File: config.mk
export PLATFORM = sky130hd
export DESIGN_NAME = stpsm_ctrl
export DESIGN_NICKNAME = d
export VERILOG_FILES = /design/src/stpsm_pkg.sv /design/src/stpsm_ctrl.sv
export SDC_FILE = /design/constraint.sdc
export NUM_CORES = 1
export LEC_CHECK = 0
export ABC_AREA = 1
export BUFFER_PORTS_ARGS = -buffer_cell sky130_fd_sc_hd__buf_2
export CORE_AREA = 10 10 47 49
export CTS_BUF_LIST = sky130_fd_sc_hd__clkbuf_4 sky130_fd_sc_hd__clkbuf_8
export CTS_CLUSTER_SIZE = 30
export DETAILED_ROUTE_END_ITERATION = 16
export DIE_AREA = 0 0 57 59
export PLACE_DENSITY_LB_ADDON = 0.1
export SKIP_CTS_REPAIR_TIMING = 1
export SLEW_MARGIN = 20
export SYNTH_ARGS = -nofsm -noshare
export SYNTH_HDL_FRONTEND = slang
export SYNTH_SLANG_ARGS = --single-unit
File: constraint.sdc
create_clock -name clk -period 3.75 [get_ports clk]
set_clock_uncertainty 0.05 [all_clocks]
set_input_delay 0.75 -clock clk [delete_from_list [all_inputs] [get_ports clk]]
set_output_delay 0.75 -clock clk [all_outputs]
set_load 0.05 [all_outputs]
File: src/stpsm_pkg.sv
package stpsm_pkg;

  // Operation codes carried in the input tuser
  typedef enum logic [1:0] {
    OP_SET   = 2'd0,
    OP_QUERY = 2'd1,
    OP_FILL  = 2'd2,
    OP_NONE  = 2'd3
  } op_t;

  // Commands from the controller to the datapath
  typedef enum logic [3:0] {
    DP_IDLE,
    DP_CLEAR,
    DP_LOAD,
    DP_LEAF_SET,
    DP_FILL_LEAF,
    DP_READ_KIDS,
    DP_WRITE_SET,
    DP_WRITE_FILL,
    DP_READ_QRY,
    DP_ACC_QRY,
    DP_FINISH
  } dp_cmd_t;

  // Status from the datapath to the controller
  typedef struct packed {
    op_t  op;
    logic err;
    logic leaf_last;
    logic node_last;
    logic qry_done;
  } dp_status_t;

endpackage

File: src/stpsm_ctrl.sv
module stpsm_ctrl (
  input  logic                  clk,
  input  logic                  rst,
  input  logic                  s_tvalid,
  output logic                  s_tready,
  output logic                  m_tvalid,
  input  logic                  m_tready,
  input  stpsm_pkg::dp_status_t status,
  output stpsm_pkg::dp_cmd_t    cmd
);
  import stpsm_pkg::*;

  typedef enum logic [3:0] {
    S_CLEAR, S_IDLE, S_DISPATCH, S_SET_LEAF, S_SET_RD, S_SET_WR,
    S_FILL_LEAF, S_FILL_RD, S_FILL_WR, S_QRY_CHK, S_QRY_ACC, S_QRY_FIN, S_OUT
  } state_t;

  state_t state;
  logic   clearing;

  assign s_tready = state == S_IDLE;

  // Command decode
  always_comb begin
    case (state)
      S_CLEAR:     cmd = DP_CLEAR;
      S_IDLE:      cmd = s_tvalid ? DP_LOAD : DP_IDLE;
      S_SET_LEAF:  cmd = DP_LEAF_SET;
      S_SET_RD:    cmd = DP_READ_KIDS;
      S_SET_WR:    cmd = DP_WRITE_SET;
      S_FILL_LEAF: cmd = DP_FILL_LEAF;
      S_FILL_RD:   cmd = DP_READ_KIDS;
      S_FILL_WR:   cmd = DP_WRITE_FILL;
      S_QRY_CHK:   cmd = status.qry_done ? DP_IDLE : DP_READ_QRY;
      S_QRY_ACC:   cmd = DP_ACC_QRY;
      S_QRY_FIN:   cmd = DP_FINISH;
      default:     cmd = DP_IDLE;
    endcase
  end

  // Sequence each operation
  always_ff @(posedge clk) begin
    if (rst) begin
      state    <= S_CLEAR;
      clearing <= 1'b1;
      m_tvalid <= 1'b0;
    end else begin
      case (state)
        S_CLEAR: state <= S_FILL_LEAF;
        S_IDLE: if (s_tvalid) state <= S_DISPATCH;
        S_DISPATCH: begin
          if (status.err || status.op == OP_NONE) begin
            state    <= S_OUT;
            m_tvalid <= 1'b1;
          end else if (status.op == OP_SET) begin
            state <= S_SET_LEAF;
          end else if (status.op == OP_FILL) begin
            state <= S_FILL_LEAF;
          end else begin
            state <= S_QRY_CHK;
          end
        end
        S_SET_LEAF: state <= S_SET_RD;
        S_SET_RD:   state <= S_SET_WR;
        S_SET_WR: begin
          if (status.node_last) begin
            state    <= S_OUT;
            m_tvalid <= 1'b1;
          end else begin
            state <= S_SET_RD;
          end
        end
        S_FILL_LEAF: if (status.leaf_last) state <= S_FILL_RD;
        S_FILL_RD:   state <= S_FILL_WR;
        S_FILL_WR: begin
          if (!status.node_last) begin
            state <= S_FILL_RD;
          end else if (clearing) begin
            state    <= S_IDLE;
            clearing <= 1'b0;
          end else begin
            state    <= S_OUT;
            m_tvalid <= 1'b1;
          end
        end
        S_QRY_CHK: state <= status.qry_done ? S_QRY_FIN : S_QRY_ACC;
        S_QRY_ACC: state <= S_QRY_CHK;
        S_QRY_FIN: begin
          state    <= S_OUT;
          m_tvalid <= 1'b1;
        end
        S_OUT: begin
          if (m_tready) begin
            state    <= S_IDLE;
            m_tvalid <= 1'b0;
          end
        end
        default: state <= S_IDLE;
      endcase
    end
  end

endmodule
## Word level (Yosys, flattened, before mapping)

Cells that the tools add are included.

| operators by class | value |
|---|---|
| eq/ne operators | 21 |
| muxes and demuxes | 20 |
| reductions and logical operators | 8 |

Operators with widths:

| operator | count |
|---|---|
| $pmux 4 s13 | 1 |
| $mux 4 | 10 |
| $pmux 4 s10 | 1 |
| $eq 4x4->1 const B | 5 |
| $eq 4x3->1 const B | 4 |
| $ne 2x2->1 const B | 7 |
| $eq 4x2->1 const B | 2 |
| $mux 1 | 6 |
| $reduce_and 6->1 | 1 |
| $pmux 1 s5 | 1 |
| $reduce_bool 5->1 | 1 |
| $eq 2x2->1 const B | 2 |
| $eq 4x1->1 const B | 1 |
| $logic_not 4->1 | 1 |
| $reduce_and 3->1 | 1 |
| $logic_not 2->1 | 1 |
| $mux 2 | 1 |
| $reduce_and 2->1 | 1 |
| $reduce_or 2->1 | 1 |
| $logic_or 1x1->1 | 1 |

| storage, ports and cells | value |
|---|---|
| register bits | 6 |
| input bits | 10 |
| output and inout bits | 6 |
| logic and storage cells | 52 |

## Depth between registers and ports, before layout

| depth | value |
|---|---|
| depth after elaboration | 5 |
| depth in mapped cells | 9 |
| gate-level depth less buffers | 9 |

## Worst setup path before layout

No wires, ideal clock.

| timing path | value |
|---|---|
| kind | register to output |
| from | register state[2] |
| to | output cmd[0] |
| data arrival time | 1637 ps |
| data required time | 2950 ps |
| slack | 1313 ps |
| stages on the path, launching flop included | 4 |
| buffers on the path | 0 |
| cells stage by stage | dfxtp_1 inv_2 nand2_1 o21ai_0 |

| between the ends | value |
|---|---|
| longest elaborated chain between the ends | 3 |
| elaborated cells on any way between the ends | 13 |
| classes of those cells | 10 x eq/ne; 1 x mux; 2 x reduce/logical |

Ends and longest elaborated chain:

| item | RTL line | RTL |
|---|---|---|
| start: declaration | stpsm_ctrl.sv:18 | `state_t state;` |
| start signal: assignment | stpsm_ctrl.sv:86 | `S_QRY_CHK: state <= status.qry_done ? S_QRY_FIN : S_QRY_ACC;` |
| $eq 4x3->1 | stpsm_ctrl.sv:25 | `case (state)` |
| $reduce_or 2->1 (no source line) | - |  |
| $pmux 4 s10 (*) | stpsm_ctrl.sv:25 |  |
| end: declaration | stpsm_ctrl.sv:9 | `output stpsm_pkg::dp_cmd_t cmd` |

Every way passes the cells marked *; elsewhere a longest branch is shown, timed or not.

## Final worst setup path

| timing path | value |
|---|---|
| from | register state[0] |
| to | output cmd[1] |

The elaborated chain is that of the path after synthesis.

==> summary.txt <==
Status
  • Status: finished, final reports clean

Synthesis
  • Yosys top cell area share: 25.0%
  • Fraction of registers with async set or reset after synthesis: 0%
  • Synth top area cells: nand2_1 (25%), dfxtp_1 (22%), nor2_1 (9.7%)
  • Yosys warning count: 0
  • Post-synth top area cell: nand2_1
  • Mapped cell area: ~540 sq um
  • Number of enable flip-flop cells after synthesis: 0
  • Syn Inst Count: between 90 and 100
  • Most frequent cell after synthesis: nand2_1
  • Top cells by count, synth: nand2_1 (36), nor2_1 (14), inv_1 (10)
  • Register bit count reported by yosys: 6
  • Sequential fraction of the synthesis area: 22.2%
  • Mean Syn Cell Area: about 5.5 sq um
  • Synth cell types: 15
  • Syn Nets: ~110
  • Most used DFF post-synth: dfxtp_1

STA
  • Setup-failing EPs final: 0
  • Fmax: 425 MHz
  • Slew @ Worst Pin: 0.360 ns
  • RSZ-0062 raised after global routing: no
  • Hold Fails Final Rpt: 0
  • Final Cycle Share: 62.8%
  • Crit path time final: 2.35 ns
  • Final setup TNS: 0 ns
  • Final slew viol count: 0
  • Worst relative slew slack: 75.9%

Flow run
  • Max_cap viols: 0

Clock tree
  • Clk root buf: clkbuf_4
  • H-tree depth: 1
  • CTS Buf Count: 3
  • Longest Clk Path Bufs: 2
  • CTS Sinks: 6
  • Clock slew at reported path FFs: around 0.04 ns
  • CTS tree: done
  • Worst skew pair latency: 0.23 ns

Drt
  • DR pass1 iterations: 4
  • Avg WL per Cell: 11.2 um
  • # DRC: 0
  • Vias per inst: 4.99
  • Initial DRC Count: 14
  • Routed via count: 664
  • Remaining antenna violation count: 0
  • Routed Wire Length: between 1000 and 1500 um

GRT
  • Gr usage total: 8.95%
  • Vias in the first global route: 620
  • Grt ovf: 0
  • Initial antenna violation count: 0
  • Largest net degree at the start of global routing: 7
  • First-pass GRT wire length: 2510 um

Power and ir drop
  • Worst VDD drop: about 0.44 mV
  • Static Leak: 0.362 nW
  • Pwr dens: about 900 nW/um^2

Critical path
  • CP endpoint kind: output port
  • CP required: approximately 3.0 ns
  • Crit path kind: reg -> out
  • Worst Path Arrival: 1.55 ns
  • Max FO, Critical Path: 6
  • CP Launch Type: flop

Floorplan
  • Die area: 3360 sq um
  • CORE AREA: approximately 1400 sq um
  • Initial core utilization: 38.6%
  • Die height: 59 um
  • Row cnt: 14
  • Chip width: approximately 57 um
  • Io pins: 16

Place
  • Inst Count DP: 130
  • Port buffer count: 15
  • HPWL Detailed: 1330 um
  • GP Congestion: 0.855

Finish
  • Reg area: 120 sq um
  • # fillers: 168
  • Area occupied by multi-input gates: 375 sq um
  • Diode count: 0
  • Ratio of cells with drive above 1 in the final layout: 21.4%
  • Layout Nets: 129
  • Area Growth Syn to Fin: 21.8%
  • Final Non-Filler Cells: 133

Worst hold path
  • Worst min-delay path category: reg -> reg
layer usage:
layer,global-route usage [%],up-vias,wire length [um]
li1,-,362,-
met1,9.05,287,652
met2,16.7,15,762
met3,3.00,0,82
met4,3.02,0,0
met5,0,-,0
area by class of cell:
| class | instances | share of cell area [%] |
|---|---|---|
| Sequential cell | 6 | 18.3 |
| Multi-Input combinational cell | 81 | 57.0 |
| Tap cell | 16 | 3.04 |
| Timing Repair Buffer | 15 | 11.4 |
| Clock buffer | 3 | 3.42 |
| Inverter | 12 | 6.84 |
critical path: stages, from the launching register on:
cell and delay (ns):
dfxtp_1 0.40, inv_1 0.12, nor2_1 0.23, nand2_1 0.10, inv_1 0.08, nand2_1 0.06
nand4_1 0.07, buf_2 0.27
where the power goes:
part / total [mW] / switching, mW / internal, mW
sequential: 0.124 / 0.0348 / 0.0891
clock: 0.0551 / 0.0192 / 0.0359
combinational: 0.417 / 0.303 / 0.114
sequential cells by signal (all words and copies together), names as in the netlist:
signal,cells
m_tvalid,1
state,4
clearing,1
layout by cell type (no fill, tap or decap):
cell / n
inv_2: 2
nand3b_1: 2
nand4_1: 2
nor2_1: 14
a21oi_2: 1
clkbuf_4: 3
nor2_4: 2
inv_1: 10
buf_2: 15
o21ai_0: 7
nand3_1: 6
o211ai_1: 1
a41oi_1: 1
dfxtp_1: 6
nor2_2: 2
a21oi_1: 7
nand2_1: 36
final timing paths:
path	startpoint	end	slack, ns	cells past startpoint
worst min register to register	clearing	clearing	0.41	2
worst max-delay path	state[0]	cmd[1]	1.40	7
worst min-delay path	clearing	clearing	0.41	2
worst max register to register	state[0]	state[1]	2.32	7
metrics by stage:
step                      instance area [sq um]  utilization, %  hold WS (ns)  setup slack, ns  total power [mW]
after floorplan                             541               -         0.386             1.31             0.448
after global placement                      636            45.4         0.399             1.65             0.543
after detailed placement                    636            45.4         0.415             1.66             0.542
after CTS                                   658            47.0         0.420             1.40             0.602
after global routing                        658            47.0         0.452             1.27             0.647
final                                       658            47.0         0.412             1.40             0.596
cell families after synthesis:
kind of cell / count (synthesis) / synth area share [%]
DFF: 6 / 22.2
buffers and inverters: 12 / 8.33
AOI/OAI and AO/OA: 17 / 17.6
and+or+nand+nor: 64 / 51.9
Note: power is estimated with default switching activity, not from simulation.
